File: config.mk
export PLATFORM = sky130hd
export DESIGN_NAME = srrb_ram
export DESIGN_NICKNAME = d
export VERILOG_FILES = /design/src/selective_repeat_reorder_buffer_unit_defines.svh /design/src/srrb_ram.sv
export SDC_FILE = /design/constraint.sdc
export NUM_CORES = 1
export LEC_CHECK = 0
export BUFFER_PORTS_ARGS = -buffer_cell sky130_fd_sc_hd__buf_2
export CORE_MARGIN = 2
export CORE_UTILIZATION = 45
export CTS_BUF_LIST = sky130_fd_sc_hd__clkbuf_16
export DETAILED_ROUTE_END_ITERATION = 6
export PLACE_DENSITY = 0.72
export SLEW_MARGIN = 25
export SYNTH_ARGS = -nofsm -noshare
export SYNTH_HDL_FRONTEND = slang
export SYNTH_SLANG_ARGS = --single-unit
File: constraint.sdc
create_clock -name clk -period 2.75 [get_ports clk]
set_input_delay 0.4125 -clock clk [delete_from_list [all_inputs] [get_ports clk]]
set_output_delay 0.4125 -clock clk [all_outputs]
set_load 0.01 [all_outputs]
File: src/selective_repeat_reorder_buffer_unit_defines.svh
// Assertion macros for the reorder buffer unit.
// No dependencies; included by files that carry concurrent checks.
`ifndef SELECTIVE_REPEAT_REORDER_BUFFER_UNIT_DEFINES_SVH
`define SELECTIVE_REPEAT_REORDER_BUFFER_UNIT_DEFINES_SVH

// Same-cycle implication, disabled while reset is asserted.
`define SRRB_ASSERT_SAME(lbl, clk, rst_n, ante, cons, msg) \
	lbl: assert property (@(posedge clk) disable iff (!(rst_n)) (ante) |-> (cons)) \
		else $error(msg);

// Next-cycle implication, disabled while reset is asserted.
`define SRRB_ASSERT_NEXT(lbl, clk, rst_n, ante, cons, msg) \
	lbl: assert property (@(posedge clk) disable iff (!(rst_n)) (ante) |=> (cons)) \
		else $error(msg);

`endif

File: src/srrb_ram.sv
// Generic simple dual-port RAM: one write port, one read port, registered read.
// No dependencies.
module srrb_ram #(
	parameter int WIDTH = 8,
	parameter int DEPTH = 64
) (
	input  logic                                       clk,
	input  logic                                       we,
	input  logic [((DEPTH > 1) ? $clog2(DEPTH) : 1)-1:0] waddr,
	input  logic [WIDTH-1:0]                           wdata,
	input  logic [((DEPTH > 1) ? $clog2(DEPTH) : 1)-1:0] raddr,
	output logic [WIDTH-1:0]                           rdata
);

	logic [WIDTH-1:0] mem_q [DEPTH];

	always_ff @(posedge clk) begin
		if (we) begin
			mem_q[waddr] <= wdata;
		end
		rdata <= mem_q[raddr];
	end

endmodule

# Yosys cells after proc, flatten, opt, wreduce, memory -nomap -nowiden
# Memory sizes are Yosys's and may differ from the RTL's. A register that Yosys moved wholly into a read port is not among the register bits.
# Index checks and enable logic that the tools add are counted.
[totals]
ff_bits = 0
latch_bits = 0
ram_bits = 512
romBits = 0
input_bits = 22
output_inout_bits = 8
n_memories = 1
[op_classes]
add_sub_neg = 0
n_mul = 0
div = 0
order_cmp = 0
eq_ne = 0
shifts = 0
n_mux = 2
n_bitwise = 0
reduce_logical = 0
[memory_table]
columns = ["memory", "depth", "width", "read_ports", "rd_ports_with_merged_regs", "write_ports", "line", "text"]
rows = [
  ["mem_q", 64, 8, 1, 1, 1, "srrb_ram.sv:15", "logic [WIDTH-1:0] mem_q [DEPTH];"],
]
[op_table]
columns = ["operator", "count"]
rows = [
  ["1-bit two-way mux", 2],
]

# Depth between registers and ports, before layout
[logic_depth]
depth_word = 2
ltp_mapped = 9
depth_no_buf = 5

# Worst setup path after synthesis
# No wires, ideal clock.
[synth_path]
path_kind = "input port to flip-flop"
startpoint = "in raddr[1] (netlist name)"
endpoint = "reg rdata[3], read port of mem_q"
setup_ns = 0.128
t_arrival_ns = 1.952
required_time_ns = 2.622
slack_ns = 0.670
cell_stages = 7
path_buffers = 3
path_cell_list = "buf_4 -> buf_2 -> buf_2 -> mux4_2 -> mux4_2 -> o21ai_1 -> o41ai_1"
[synth_rtl]
columns = ["item", "line", "text"]
rows = [
  ["from (decl)", "srrb_ram.sv:11", "input logic [((DEPTH > 1) ? $clog2(DEPTH) : 1)-1:0] raddr,"],
  ["to (decl)", "srrb_ram.sv:12", "output logic [WIDTH-1:0] rdata"],
]

==> impl_metrics.ini <==
[place]
dp_hpwl_um = 27600
routabilityCongestion = 0.797
pre_cts_ws_ns = 0.0573
placed_area_um2 = 21700
port_buffers = 29

[setup_path]
crit_type = in -> reg
max_stage_delay_ns = 0.57
path_cells = clkbuf_8 -> buf_12 -> buf_4 -> mux4_2 -> mux2i_1 -> o2111ai_1 -> nand2_1 -> o2bb2ai_1
crit_buf_inv = 3
cp.required_ns = 3.21
cp_max_fo = 15
worst_ep_arrival_time_ns = 2.50
critical-path-top-delay-family = multiplexers
end_kind = flip-flop
startpoint_type = input port
crit_slowest_cell = mux4_2

[final_layout]
nets = 1101
drive_gt1_share_pct = 30.6
final_cell_mix = edfxtp_1, mux4_2, buf_4
area_growth_pct = 14.8
n_antenna_cell = 0
layout_commonest_cell = edfxtp_1
fillers = 3373
final_area_um2 = 23200

[timing]
fin_crit_sh_pct = 74.3
setup_viol = 0
worst-slew-pin-transition_ns = 0.761
rsz0062_at_grt = false
fin_ws_ns = 0.708
hold_ws_ns = 0.157
finClkSkew_ns = 0.0307
slew_viol_final = 0
max_freq_mhz = 490
finalHoldViolCount = 0
fin_crit_ns = 2.04
fin_tns_setup_ns = 0
relSlewSlack_pct = 49.1

[yosys]
synth_area_um2 = 20200
syn-num-nets = 962
syn_area_per_cell_um2 = 21.5
synthCells = 940
synth_seq_cells = 520
ys.flop_type = edfxtp_1
yosys_warnings = 0
synth_cell_types = 40
synth_edf_count = 512
synthArstFlopShare_pct = 0
yosysSeqAreaShare_pct = 77.0

[routing]
via_per_inst = 5.76
topRoutingLayerUsed = met5
wire_per_inst_um = 25.3
first_iter_violations = 1053
postRouteAntennaNets = 0
met2_length_um = 21100
drc = 0
drt-met1-wl_um = 17700
wirelength_um = 43300
dr_total_vias = 9853
routed-wl-met3_um = 3160
drtPass1Iterations = 5

[clock_network]
post_cts_buffers = 0
clock-sinks = 520
numCtsBuffers = 50
cts_hold_buf = 0
htree_levels = 2
post_cts_resized = 0
cts_root_buf = clkbuf_16
cts_tree = built
clk_pin_slew_worst_paths_ns = 0.06
clockBufferDepth = 3
insertion_delay_ns = 0.58

[job]
cap_violations = 0

[die]
rows = 77
core_um2 = 44200
ios = 30
initial_core_util_pct = 45.6
die_w_um = 216
die_h_um = 216
dieArea_um2 = 46500

[outcome]
status = completed

[power_and_ir_drop]
power.leakage_nw = 7.45
power_w = 0.0159
ir_worst_vdd_mv = 0.385
p_per_area_nw_per_um2 = 686

[global_route]
grt_pass1_vias = 9926
grt_pass1_wl_um = 65100
antenna_found_initial = 1
grt_start_max_net_pins = 65
grt_overflow = 0
grt.total_usage_pct = 19.0

[min_path]
hold_class = in -> reg
cells in the mapped netlist (3+ instances only):
cell	instances	area (um2)
edfxtp_1	512	15400
mux2_2	13	146
a21oi_1	3	15.0
nand2b_1	7	43.8
nor3_1	7	35.0
a22oi_1	3	22.5
a211oi_1	4	30.0
nor2_1	83	312
buf_2	11	55.1
clkbuf_1	17	63.8
o22ai_1	8	50.1
o2111ai_1	3	26.3
buf_6	4	45.0
nand3_1	13	65.1
dfxtp_1	8	160
nor2b_1	14	87.6
mux2i_1	23	230
o2bb2ai_1	3	26.3
mux4_2	126	2840
buf_4	13	97.6
o221ai_1	8	70.1
nand3b_1	3	22.5
buf_1	4	15.0
a221oi_1	6	52.6
nand2_1	19	71.3
layer usage:
metal | GRT usage (%) | up-vias
li1 | - | 4201
met4 | 6.25 | 2
met5 | 0 | -
met3 | 3.06 | 84
met1 | 26.7 | 5140
met2 | 30.5 | 426
metrics by stage:
step,cells,util (%)
floorplan,940,-
global placement,1619,49.0
detailed placement,1619,49.0
CTS,1710,52.4
global route,1710,52.4
finish,1710,52.4
cell type report:
type	count	area, um2	share of cell area (%)
flip-flops and latches	520	15500	67.1
repair buffers	138	1080	4.66
clock inverters	40	208	0.897
clock buffers	51	1280	5.51
multi-input cells	369	4320	18.6
well taps	592	741	3.20
state kept, by name, indices dropped and copies added (netlist names):
register,cells
mem_q,512
rdata,8
kinds of logic (layout without fill, tap and decap cells):
group / count (synthesis) / in the layout / share of synthesized area [%]
flops: 520 / 520 / 77.0
mux: 162 / 162 / 15.9
simple gates: 153 / 153 / 3.39
compound gates: 54 / 54 / 2.07
buf+inv: 51 / 229 / 1.57
power breakdown:
| group | internal (W) | switching, W | leakage (nW) |
|---|---|---|---|
| Sequential | 0.00877 | 0.0000267 | 4.67 |
| Clock | 0.00344 | 0.00280 | 0.774 |
| Combinational | 0.000337 | 0.000497 | 2.00 |
| Total | 0.0126 | 0.00333 | 7.45 |
worst paths after layout:
path | startpoint | endpoint | slack, ns | cells past startpoint
max | raddr[0] | rdata[0]$_DFF_P_ | 0.71 | 8
min | wdata[3] | mem_q[50][3]$_DFFE_PP_ | 0.16 | 1
max reg2reg | mem_q[15][0]$_DFFE_PP_ | rdata[0]$_DFF_P_ | 0.75 | 5
min reg2reg | mem_q[26][6]$_DFFE_PP_ | rdata[6]$_DFF_P_ | 0.83 | 3
Power figures use the tool's default switching activity.
