`config.mk`:
```
export PLATFORM = sky130hd
export DESIGN_NAME = srrb_modulo
export DESIGN_NICKNAME = d
export VERILOG_FILES = /design/src/selective_repeat_reorder_buffer_unit_defines.svh /design/src/srrb_pkg.sv /design/src/srrb_modulo.sv
export SDC_FILE = /design/constraint.sdc
export NUM_CORES = 1
export LEC_CHECK = 0
export ABC_CLOCK_PERIOD_IN_PS = 4000
export BUFFER_PORTS_ARGS = -buffer_cell sky130_fd_sc_hd__buf_4
export CAP_MARGIN = 0
export CORE_ASPECT_RATIO = 0.75
export CORE_MARGIN = 10
export CORE_UTILIZATION = 50
export DETAILED_ROUTE_END_ITERATION = 7
export HOLD_SLACK_MARGIN = 0.1
export PLACE_DENSITY = 0.78
export SLEW_MARGIN = 10
export SYNTH_ARGS = -nofsm -noshare
export SYNTH_HDL_FRONTEND = slang
export SYNTH_SLANG_ARGS = --single-unit
```
`constraint.sdc`:
```
create_clock -name clk -period 4 [get_ports clk]
set_input_delay 0.4 -clock clk [delete_from_list [all_inputs] [get_ports clk]]
set_output_delay 0.4 -clock clk [all_outputs]
set_load 0.03 [all_outputs]
```
`src/selective_repeat_reorder_buffer_unit_defines.svh`:
```
// Assertion macros for the reorder buffer unit.
// No dependencies; included by files that carry concurrent checks.
`ifndef SELECTIVE_REPEAT_REORDER_BUFFER_UNIT_DEFINES_SVH
`define SELECTIVE_REPEAT_REORDER_BUFFER_UNIT_DEFINES_SVH

// Same-cycle implication, disabled while reset is asserted.
`define SRRB_ASSERT_SAME(lbl, clk, rst_n, ante, cons, msg) \
	lbl: assert property (@(posedge clk) disable iff (!(rst_n)) (ante) |-> (cons)) \
		else $error(msg);

// Next-cycle implication, disabled while reset is asserted.
`define SRRB_ASSERT_NEXT(lbl, clk, rst_n, ante, cons, msg) \
	lbl: assert property (@(posedge clk) disable iff (!(rst_n)) (ante) |=> (cons)) \
		else $error(msg);

`endif

```
`src/srrb_pkg.sv`:
```
// Shared widths, codes and reset constants for the reorder buffer unit.
// No dependencies; used by the top level, srrb_modulo and both testbench files.
package srrb_pkg;

	localparam int FUNC_W    = 2;
	localparam int SEQ_W     = 31;
	localparam int SIZE_W    = 10;
	localparam int WIDX_W    = 6;
	localparam int WORD_W    = 64;
	localparam int CFG_W     = 7;
	localparam int HIGHEST_W = 32;

	localparam int DEF_MAX_WINDOW       = 64;
	localparam int DEF_WORDS_PER_PACKET = 64;

	localparam logic [CFG_W-1:0]            WINDOW_RESET  = 7'd64;
	localparam logic signed [HIGHEST_W-1:0] HIGHEST_RESET = -32'sd1;

	typedef enum logic [FUNC_W-1:0] {
		FUNC_STORE = 2'd0,
		FUNC_FETCH = 2'd1,
		FUNC_QUERY = 2'd2
	} func_t;

	typedef enum logic [2:0] {
		ST_IDLE,
		ST_MOD,
		ST_META,
		ST_CHECK,
		ST_FETCH
	} state_t;

endpackage

```
`src/srrb_modulo.sv`:
```
// Bit-serial remainder unit: sequence number modulo the active window size.
// Depends on srrb_pkg for the sequence width.
module srrb_modulo #(
	parameter int MAX_WINDOW = srrb_pkg::DEF_MAX_WINDOW
) (
	input  logic                                             clk,
	input  logic                                             arst_n,
	input  logic                                             start,
	input  logic [srrb_pkg::SEQ_W-1:0]                       dividend,
	input  logic [$clog2(MAX_WINDOW + 1)-1:0]                divisor,
	output logic                                             done,
	output logic [((MAX_WINDOW > 1) ? $clog2(MAX_WINDOW) : 1)-1:0] remainder
);

	localparam int AW    = $clog2(MAX_WINDOW + 1);
	localparam int SW    = (MAX_WINDOW > 1) ? $clog2(MAX_WINDOW) : 1;
	localparam int CNT_W = $clog2(srrb_pkg::SEQ_W);

	logic [srrb_pkg::SEQ_W-1:0] dvd_q;
	logic [AW-1:0]              rem_q;
	logic [CNT_W-1:0]           cnt_q;
	logic                       run_q;
	logic                       done_q;
	logic [AW:0]                rem_shift;
	logic [AW-1:0]              rem_next;

	// one restoring step: bring in the next dividend bit, subtract if it fits
	always_comb begin
		rem_shift = {rem_q, dvd_q[srrb_pkg::SEQ_W-1]};
		if (rem_shift >= {1'b0, divisor}) begin
			rem_next = AW'(rem_shift - {1'b0, divisor});
		end else begin
			rem_next = rem_shift[AW-1:0];
		end
	end

	always_ff @(posedge clk or negedge arst_n) begin
		if (!arst_n) begin
			run_q  <= 1'b0;
			done_q <= 1'b0;
			cnt_q  <= '0;
		end else if (start) begin
			run_q  <= 1'b1;
			done_q <= 1'b0;
			cnt_q  <= CNT_W'(srrb_pkg::SEQ_W - 1);
		end else if (run_q) begin
			if (cnt_q == '0) begin
				run_q  <= 1'b0;
				done_q <= 1'b1;
			end else begin
				cnt_q <= cnt_q - CNT_W'(1);
			end
		end else begin
			done_q <= 1'b0;
		end
	end

	always_ff @(posedge clk) begin
		if (start) begin
			dvd_q <= dividend;
			rem_q <= '0;
		end else if (run_q) begin
			dvd_q <= {dvd_q[srrb_pkg::SEQ_W-2:0], 1'b0};
			rem_q <= rem_next;
		end
	end

	assign done      = done_q;
	assign remainder = SW'(rem_q);

endmodule

```
-- Yosys cells after proc, flatten, opt, wreduce, memory -nomap -nowiden
Cells that the tools add are included.
- flip-flop bits (word level): 45
- input bits: 41
- output and inout bits: 7
- word-level logic and storage cells: 25
- $add $sub $neg: 2
- magnitude comparators: 1
- equality and inequality tests: 2
- multiplexer cells: 12
- reductions and logical operators: 3
- operators by type and width (cell ; count):
    2-to-1 mux 31 bit ; 2
    2-to-1 mux 5 bit ; 3
    greater-or-equal comparator 8 x 7 -> 1 bit ; 1
    2-to-1 mux 7 bit ; 1
    subtractor 7 bit ; 1
    2-to-1 mux 1 bit ; 6
    zero test 5 bit ; 1
    subtractor 5 x 1 -> 5 bit, second input constant ; 1
    != test 3 x 2 -> 1 bit, second input constant ; 1
    != test 2 bit, second input constant ; 1
    AND reduction 2 bit ; 1
    nonzero test 2 bit ; 1

-- Depth between registers and ports, before layout
Gate-level depths: netlist of the first run.
- depth in word-level cells: 4
- gate-level depth with buffers: 9
- gate-level depth less buffers: 9

-- Worst setup path before layout of the first run
OpenSTA, ideal clock, no wires.
- path kind: register to register
- from: reg dvd_q[30] (netlist bit)
- to: reg rem_q[2]
- setup time: 0.117 ns
- arrival: 2.105 ns
- required time: 3.883 ns
- path slack: 1.778 ns
- stages on the path, launching flop included: 10
- buffers on the path: 0
- period minus slack after synthesis: 2.222 ns
- path through: edfxtp_1 inv_1 ha_1 inv_1 fa_1 a21o_1 a21oi_4 a31oi_4 or3_1 a32o_1
- word-level cells in the longest chain between the ends: 2
- elaborated cells between the ends (all ways): 3
- classes of those cells: 1 x add/sub; 1 x order compare; 1 x mux
- RTL lines (what ; line ; RTL):
    start: declaration ; srrb_modulo.sv:19 ; logic [srrb_pkg::SEQ_W-1:0] dvd_q;
    start signal: assignment ; srrb_modulo.sv:60 ; dvd_q <= dividend;
    start signal: assignment ; srrb_modulo.sv:63 ; dvd_q <= {dvd_q[srrb_pkg::SEQ_W-2:0], 1'b0};
    subtractor 7 bit or greater-or-equal comparator 8 x 7 -> 1 bit (tied branches) ; srrb_modulo.sv:31, srrb_modulo.sv:30 ;
    2-to-1 mux 7 bit (*) ; srrb_modulo.sv:30 ; if (rem_shift >= {1'b0, divisor}) begin
    end signal: assignment ; srrb_modulo.sv:64 ; rem_q <= rem_next;
    end: declaration ; srrb_modulo.sv:20 ; logic [AW-1:0] rem_q;
Every way passes the cells marked *; elsewhere a longest branch is shown, timed or not.
A chain may end at the register's enable or synchronous reset.

-- Worst setup path after layout of the first run
Same ends and word-level chain as after synthesis.

==> results of run 1 <==
-- worst max path at each step --
stage	start	endpoint	depth (start not counted)
after floorplan	dvd_q[30]	rem_q[2]	9
after global placement	divisor[0]	rem_q[2]	9
after detailed placement	divisor[0]	rem_q[2]	9
after CTS	dvd_q[30]	rem_q[2]	9
after global routing	dvd_q[30]	rem_q[2]	9
final	dvd_q[30]	rem_q[2]	9
-- per-layer routing --
metal | track usage, % | vias to the layer above
met4 | 5.71 | 0
met1 | 15.2 | 735
met2 | 18.1 | 30
li1 | - | 778
met3 | 3.81 | 4
met5 | 0 | -
-- placed cells by master, fill, tap and decap left out, drive strengths merged, types with 2 or more instances in the layout --
master  count
dfrtp       7
dfxtp       7
inv        14
edfxtp     31
nor2       10
buf        47
nor2b       2
nor3b       2
nand2b      4
nand3       6
ha          8
o211ai      6
a311oi      2
a21o        3
xnor2       4
o221ai      2
a21oi       5
nand2       9
o21a        2
o21ai       5
or3         3
clkbuf      7
mux2       31
-- layout make-up --
cell class	count	share of cell area (%)
well taps	57	2.55
multi-input cells	120	35.2
flip-flops and latches	45	44.5
clock inverters	1	0.179
inverters	14	1.88
clock buffers	7	2.73
repair buffers	48	13.0
-- logic make-up (layout without fill, tap and decap cells) --
group	count (synthesis)	count (layout)	share of synthesized area, %
flops	45	45	52.9
xor+xnor	5	5	1.86
compound gates	31	31	10.4
mux	32	32	15.2
simple gates	43	43	9.29
fa+ha+maj	9	9	5.10
buf+inv	27	70	5.26
-- sequential cells by signal, summed over array words and instances (netlist names) --
register  count
dvd_q        31
rem_q         7
cnt_q         5
done          1
run_q         1
-- power breakdown --
part           internal, mW  switching [mW]
combinational         0.170           0.176
clock                 0.123           0.139
sequential            0.555          0.0334
total                 0.848           0.349
-- worst max-delay path, stage by stage (launching register included) --
cell      delay, ns
edfxtp_1       0.39
inv_1          0.07
ha_1           0.15
inv_1          0.05
fa_1           0.39
a21o_1         0.20
a21oi_4        0.23
a31oi_4        0.15
or3_1          0.37
a32o_1         0.24
-- repair_timing --
action,CTS,global route
hold buffers,1,0
hold endpoints to repair,7,0
endpoints found under the setup margin,0,0
==> impl_metrics.ini, run 1 <==
[setup_path]
cp_max_fo = 7
cp.arrival_ns = 2.55
startpoint_type = register
critPathKind = reg2reg
r2r-start = dvd_q[30]
r2r_cells = 9
end_kind = register
r2r-end = rem_q[2]
required_ns = 4.19
r2r_setup_slack_ns = 1.64

[synthesis]
syn_avg_cell_area_um2 = 12.3
synth_enable_flop_cells = 31
synth_nets = 242
ys.flop_type = edfxtp_1
synth_cells = 192
async_reset_ff_share_pct = 15.6
synth-seq-cells = 45
seq_area_frac_synth_pct = 52.9
yosys-top-cells-count = edfxtp_1 (31), mux2_2 (31), inv_1 (14)
synth_top_area_share_pct = 39.5
synthesis.area_um2 = 2360
yosysUniqueCellTypes = 42
synth_warnings = 0
synth.largest_area_cell = edfxtp_1
synthTopCellsByArea = edfxtp_1 (40%), mux2_2 (15%), dfrtp_1 (7.4%), dfxtp_1 (5.9%), ha_1 (4.2%)

[clock_tree]
numCtsBuffers = 5
post-cts-setup-buffers = 0
ctsRootBufferMaster = clkbuf_8
cts_htree_levels = 2
cts_tree = built
clkLatencyLatePin_ns = 0.29
clock_path_buffers = 2
cts_resized = 0
clk_pin_slew_ns = 0.07
cts.sinks = 45

[final_layout]
n_fill_cell = 375
final_layout_size_suffix_gt1_share_pct = 37.4
stdcell_count = 292
fin_util_pct = 62.0
n_antenna_cell = 0
seqCellArea_um2 = 1250
nets = 284
syn_to_final_growth_pct = 18.9
finalInstanceArea_um2 = 2800
multi_input_area_um2 = 986

[detailed_routing]
ant_nets = 0
wl_per_cell_um = 15.3
drt_first_pass_iters = 4
routed_wl_mm = 4.45
wl_met3_um = 255
vias = 1547
wl_met1_mm = 2.01
top_layer = met4
drc_errors = 0
drt-initial-drc-count = 57
route.met2.wl_mm = 2.13
viasPerCell = 5.30

[timing]
skew_ns = 0.00434
setup_viol = 0
slew_viol_final = 0
finalCriticalPeriod_ns = 2.36
hold_ws_ns = 0.391
fin_setup_tns_ns = 0
timing.final.crit_share_pct = 58.9
grt_setup_unrepaired = false
finalHoldViolations = 0
layout_setup_ws_ns = 1.64
maxSlewHeadroom_pct = 25.1
tightest_slew_ns = 1.12
max_freq_mhz = 424

[die]
initial_utilization_pct = 52.1
die_width_um = 99.3
io_pins = 48
die-area_um2 = 7890
die_h_um = 79.4
core_area_um2 = 4520
row_count = 21

[placement]
port_buffers = 47
place_hpwl_mm = 3.33
place_congestion = 0.782
dpl_cell_area_um2 = 2710
pre_cts_ws_ns = 1.59
place_inst = 283

[min_path]
hold_end = dvd_q[0]
min_path_cells = 2
hold_start = dividend[0]
min_path_type = in2reg

[grt]
grt_pass1_vias = 1595
grt_overflow = 0
grt_pass1_wl_mm = 7.62
grt_max_degree = 42
track_usage_pct = 12.0
antenna_found_initial = 0

[run]
drv_cap = 0

[pwr]
power_mw = 1.20
leakage_nw = 1.15
vdd_drop_max_uv = 216
p_per_area_nw_per_um2 = 427

[status]
status = finished, final reports clean
No activity file was read; power rests on OpenSTA's default activity.
==> run 2, diff against run 1 <==
--- a/config.mk
+++ b/config.mk
@@ -5,7 +5,8 @@
 export SDC_FILE = /design/constraint.sdc
 export NUM_CORES = 1
 export LEC_CHECK = 0
-export ABC_CLOCK_PERIOD_IN_PS = 4000
+export ABC_AREA = 1
+export ABC_CLOCK_PERIOD_IN_PS = 2200
 export BUFFER_PORTS_ARGS = -buffer_cell sky130_fd_sc_hd__buf_4
 export CAP_MARGIN = 0
 export CORE_ASPECT_RATIO = 0.75
==> constraint.sdc (replaced) <==
create_clock -name clk -period 2.2 [get_ports clk]
set_input_delay 0.22 -clock clk [delete_from_list [all_inputs] [get_ports clk]]
set_output_delay 0.22 -clock clk [all_outputs]
set_load 0.03 [all_outputs]
==> impl_metrics.ini, run 2 <==
[final_layout]
nets = 377
fin_util_pct = 62.8
n_antenna_cell = 0
layout_commonest_cell = nand2_1
largest_registers = dvd_q: 31 flops, rem_q: 7 flops, cnt_q: 5 flops
stdcell_count = 385
final_layout_size_suffix_gt1_share_pct = 21.0
syn_to_final_growth_pct = 19.6
largest_reg_flops = 31
most-common-layout-cells = nand2_1 (129), buf_4 (48), edfxtp_1 (31)
n_fill_cell = 399
top_register = dvd_q

[clock_tree]
ctsRootBufferMaster = clkbuf_8
post-cts-setup-buffers = 0
numCtsBuffers = 5
cts_tree = built
cts_htree_levels = 2
clkLatencyLatePin_ns = 0.30
cts_hold_buf = 1
cts.sinks = 45
clock_path_buffers = 2
clk_pin_slew_ns = 0.08
cts_resized = 0

[synthesis]
async_reset_ff_share_pct = 15.6
synth_most_common_cell = nand2_1
synthesis.area_um2 = 2390
synth_cells = 283
synth_xor_area_share_pct = 1.10
seq_area_frac_synth_pct = 52.2
synth_enable_flop_cells = 31
synthTopCellsByArea = edfxtp_1 (39%), nand2_1 (20%), dfrtp_1 (7.3%), dfxtp_1 (5.9%), inv_1 (4.6%)
synth_compound_area_share_pct = 3.83
synthSimpleGateAreaFrac_pct = 29.4
synth_nets = 333
synth.largest_area_cell = edfxtp_1
syn_avg_cell_area_um2 = 8.43
synth-seq-cells = 45
synth_warnings = 0
synth_mux_area_share_pct = 0
ys.flop_type = edfxtp_1
yosys-top-cells-count = nand2_1 (129), edfxtp_1 (31), inv_1 (29)
synth_fa_ha_area_share_pct = 5.03
synth_top_area_share_pct = 39.0
synth_top_family_by_area = simple AND/OR/NAND/NOR gates
yosysUniqueCellTypes = 30

[die]
die_width_um = 99.8
row_count = 21
io_pins = 48
die-area_um2 = 7960
initial_utilization_pct = 52.5
die_h_um = 79.8
core_area_um2 = 4550

[placement]
port_buffers = 47
place_hpwl_mm = 3.53
place_congestion = 0.830
place_inst = 376
pre_cts_ws_ns = 0.372

[setup_path]
cp.depth = 14
cp_cell_sequence = inv_1 > ha_1 > inv_2 > fa_1 > nand2_1 > nand2_1 > nand2_2 > nand2_2 > nand2_4 > nand3_1 > nand2_1 > inv_1 > nand2_1 > nand2_1
path_buf_inv = 3
startpoint_type = register
required_ns = 2.39
cp_common_cell = nand2_1
cpMaxStageDelayCell = fa_1
end_kind = register
critPathKind = reg2reg
r2r_cells = 14
path_delay_family = simple AND/OR/NAND/NOR gates
cp.arrival_ns = 2.06
cp_max_fo = 9
r2r_setup_slack_ns = 0.34
max_stage_delay_ns = 0.40

[timing]
skew_ns = 0.00636
setup_viol = 0
max_freq_mhz = 537
maxSlewHeadroom_pct = 62.7
fin_setup_tns_ns = 0
timing.final.crit_share_pct = 84.7
tightest_slew_ns = 0.558
finalCriticalPeriod_ns = 1.86
slew_viol_final = 0
layout_setup_ws_ns = 0.337
finalHoldViolations = 0
grt_setup_unrepaired = false

[pwr]
vdd_drop_max_uv = 557
power_mw = 2.69
p_comb_share_pct = 39.5
p_int_mw = 1.71
p_per_area_nw_per_um2 = 942
switching_power_mw = 0.980
pwr-share-seq_pct = 42.6
p_clk_share_pct = 17.9
leakage_nw = 1.48
switching_share_pct = 36.5

[grt]
grt_pass1_vias = 1794
grt_max_degree = 36
antenna_found_initial = 0
grt_overflow = 0
grt_pass1_wl_mm = 8.04
track_usage_pct = 12.2

[detailed_routing]
viasPerCell = 4.87
routed_wl_mm = 4.67
drt_first_pass_iters = 5
drt-initial-drc-count = 120
vias = 1874
ant_nets = 0
drc_errors = 0
wl_per_cell_um = 12.1

[min_path]
min_path_cells = 3
min_path_type = in2reg

[run]
drv_cap = 0

[status]
status = finished, final reports clean
[run 2: cell types whose count changed after synthesis, moves of 5 or more]
cell and change:
inv_1 +15, mux2_2 -31, nand3_1 +11, nand2_1 +120, nor2_1 -7, o21ai_1 +5, o211ai_1 -5
[run 2: final timing paths]
path,endpoint,startpoint
max in group asynchronous,cnt_q[4],arst_n
worst max-delay path,rem_q[5],dvd_q[30]
min in group asynchronous,done,arst_n
worst min-delay path,dvd_q[0],dividend[0]
worst max register to register,rem_q[5],dvd_q[30]
worst min register to register,rem_q[6],rem_q[6]
[run 2: through the flow]
step / instance area, um^2 / hold slack (ns)
global placement: 2760 / 0.0365
detailed placement: 2760 / 0.0379
CTS: 2850 / 0.182
finish: 2850 / 0.188
floorplan: 2390 / -0.0756
global route: 2850 / 0.168
[run 2: worst register-to-register path, cell delays in order (launching register included)]
cell and delay (ns):
edfxtp_1 0.36, inv_1 0.08, ha_1 0.15, inv_2 0.05, fa_1 0.40, nand2_1 0.09
nand2_1 0.09, nand2_2 0.09, nand2_2 0.07, nand2_4 0.12, nand3_1 0.08, nand2_1 0.06
inv_1 0.04, nand2_1 0.04, nand2_1 0.04
[run 2: logic make-up after synthesis]
| kind of cell | count (synthesis) |
|---|---|
| adder cells (fa/ha/maj) | 9 |
| buffers and inverters | 46 |
| AND/OR/NAND/NOR | 165 |
| AO/OA/AOI/OAI | 15 |
| flip-flops | 45 |
| XOR/XNOR | 3 |
[run 2: power by group through the flow]
stage / sequential (mW) / combinational, mW / clock, mW
after floorplan: 1.13 / 0.877 / 0
after global placement: 1.16 / 1.04 / 0
after detailed placement: 1.17 / 1.06 / 0
after CTS: 1.15 / 1.06 / 0.490
after global routing: 1.16 / 1.21 / 0.537
final: 1.15 / 1.06 / 0.482
[run 2: layer usage]
metal	up-vias	track usage (%)	share of wire (%)
met5	-	0	0
met4	0	2.57	0.60
met3	4	5.71	8.2
met2	45	18.6	45
met1	844	15.3	46
li1	981	-	-
[run 2: cell type report]
| cell class | count | area, um^2 | area share, % |
|---|---|---|---|
| inverter | 33 | 124 | 4.34 |
| multi-input combinational | 192 | 940 | 32.9 |
| timing repair buffer | 50 | 390 | 13.7 |
| tap | 57 | 71.3 | 2.50 |
| clock inverter | 2 | 10.0 | 0.351 |
| sequential | 45 | 1250 | 43.7 |
| clock buffer | 6 | 72.6 | 2.54 |
==> run 3, diff against run 2 <==
--- a/config.mk
+++ b/config.mk
@@ -6,7 +6,7 @@
 export NUM_CORES = 1
 export LEC_CHECK = 0
 export ABC_AREA = 1
-export ABC_CLOCK_PERIOD_IN_PS = 2200
+export ABC_CLOCK_PERIOD_IN_PS = 1850
 export BUFFER_PORTS_ARGS = -buffer_cell sky130_fd_sc_hd__buf_4
 export CAP_MARGIN = 0
 export CORE_ASPECT_RATIO = 0.75
==> constraint.sdc (replaced) <==
create_clock -name clk -period 1.85 [get_ports clk]
set_input_delay 0.185 -clock clk [delete_from_list [all_inputs] [get_ports clk]]
set_output_delay 0.185 -clock clk [all_outputs]
set_load 0.03 [all_outputs]
==> impl_metrics.ini, run 3 (synthesis gave the netlist of run 2 again) <==
[final_layout]
nets = 381
n_antenna_cell = 0
layout_commonest_cell = nand2_1
final_layout_size_suffix_gt1_share_pct = 24.4
largest_reg_flops = 31
most-common-layout-cells = nand2_1 (126), buf_4 (52), edfxtp_1 (31)
top_register = dvd_q
syn_to_final_growth_pct = 22.2
largest_registers = dvd_q: 31 flops, rem_q: 7 flops, cnt_q: 5 flops

[die]
core_area_um2 = 4550
row_count = 21
die_width_um = 99.8
io_pins = 48
die_h_um = 79.8
initial_utilization_pct = 52.5
die-area_um2 = 7960

[setup_path]
r2r_cells = 13
startpoint_type = register
r2r-end = rem_q[2]
end_kind = register
r2r_setup_slack_ns = 0.02
cpMaxStageDelayCell = fa_2
required_ns = 2.08
cp_cell_sequence = inv_2 > ha_4 > inv_4 > fa_2 > nand2_2 > nand2_2 > nand2_2 > nand2_4 > nand2_4 > nand2_4 > nand2_1 > nand3_1 > o21ai_1
r2r-start = dvd_q[30]
critPathKind = reg2reg
cp_max_fo = 6
cp.arrival_ns = 2.05
max_stage_delay_ns = 0.40

[detailed_routing]
wl_per_cell_um = 12.7
drt-initial-drc-count = 114
routed_wl_mm = 4.94
vias = 1922
drt_first_pass_iters = 5
ant_nets = 0
viasPerCell = 4.94
drc_errors = 0

[min_path]
hold_start = dividend[0]
min_path_type = in2reg
min_path_cells = 3
hold_end = dvd_q[0]

[pwr]
leakage_nw = 1.49
power_mw = 3.35
vdd_drop_max_uv = 755
p_per_area_nw_per_um2 = 1150

[timing]
slew_viol_final = 0
grt_setup_unrepaired = true
timing.final.crit_share_pct = 98.7
layout_setup_ws_ns = 0.0237
tightest_slew_ns = 0.550
skew_ns = 0.00781
finalHoldViolations = 0
maxSlewHeadroom_pct = 63.3
fin_setup_tns_ns = 0
max_freq_mhz = 548
setup_viol = 0
finalCriticalPeriod_ns = 1.83

[clock_tree]
clk_pin_slew_ns = 0.08
numCtsBuffers = 5
ctsRootBufferMaster = clkbuf_8
clkLatencyLatePin_ns = 0.29
cts.sinks = 45
cts_htree_levels = 2
cts_tree = built
clock_path_buffers = 2

[placement]
place_hpwl_mm = 3.65
port_buffers = 47
place_congestion = 0.856
pre_cts_ws_ns = 0.0142

[grt]
grt_overflow = 0
grt_pass1_wl_mm = 8.29
antenna_found_initial = 0
track_usage_pct = 12.5
grt_pass1_vias = 1866
grt_max_degree = 36

[run]
drv_cap = 0

[status]
status = finished, final reports clean
[run 3: cell count changes in the layout (fill, tap and decap cells not counted), moves of 2 or more]
cell	before	now
buf_4	48	52
clkinv_2	2	0
nand2_1	129	126
nand3_1	17	14
nand3_2	0	3
nand2_2	3	6
[run 3: cell type report]
cell class	count	area, um^2
inverters	33	126
fillers	397	1630
well taps	57	71.3
clock buffers	7	76.3
flip-flops and latches	45	1250
multi-input cells	193	992
repair buffers	53	400
clock inverters	1	3.75
[run 3: metrics by stage]
stage | instance area, um^2 | cells | hold WS [ns] | utilization (%)
after floorplan | 2390 | 283 | -0.111 | -
after global placement | 2760 | 377 | 0.00265 | 60.6
after detailed placement | 2760 | 377 | 0.00320 | 60.6
after CTS | 2850 | 386 | 0.140 | 62.7
after global routing | 2920 | 389 | 0.151 | 64.2
final | 2920 | 389 | 0.143 | 64.2
[run 3: layer usage]
metal	wire length [um]	track usage [%]	vias up
met5	0	0	-
met4	87	5.14	0
met2	2170	18.6	69
li1	-	-	986
met3	394	4.41	12
met1	2290	16.1	855
[run 3: worst max-delay path: cells and delay by family (launching register included)]
| family | cells | cell delay (ns) |
|---|---|---|
| buffers and inverters | 2 | 0.13 |
| flip-flops | 1 | 0.39 |
| AND/OR/NAND/NOR | 8 | 0.62 |
| adder cells (fa/ha/maj) | 2 | 0.54 |
| AO/OA/AOI/OAI | 1 | 0.07 |
[run 3: worst max-delay path by stage]
stage	start	endpoint	slack (ns)	cells after the start
4_1_cts	dvd_q[30]	rem_q[6]	0.04	14
3_5_place_dp	dvd_q[30]	rem_q[6]	0.01	14
3_3_place_gp	dvd_q[30]	rem_q[6]	0.08	14
2_1_floorplan	dvd_q[30]	rem_q[0]	0.16	12
5_1_grt	dvd_q[30]	rem_q[3]	-0.11	13
6_report	dvd_q[30]	rem_q[2]	0.02	13
[run 3: repair_timing]
action	in CTS	in global routing
buffers inserted	0	2
gates resized for setup	1	12
pin swaps	0	6
hold buffers	1	0
cloned	0	1
setup endpoints to repair	4	7
hold endpoints to repair	7	0
[run 3: where the power goes]
| group | total, mW | leakage, nW | switching, mW | internal [mW] |
|---|---|---|---|---|
| sequential | 1.37 | 0.472 | 0.123 | 1.25 |
| combinational | 1.40 | 0.981 | 0.820 | 0.578 |
| clock | 0.579 | 0.0399 | 0.316 | 0.263 |
| total | 3.35 | 1.49 | 1.26 | 2.09 |
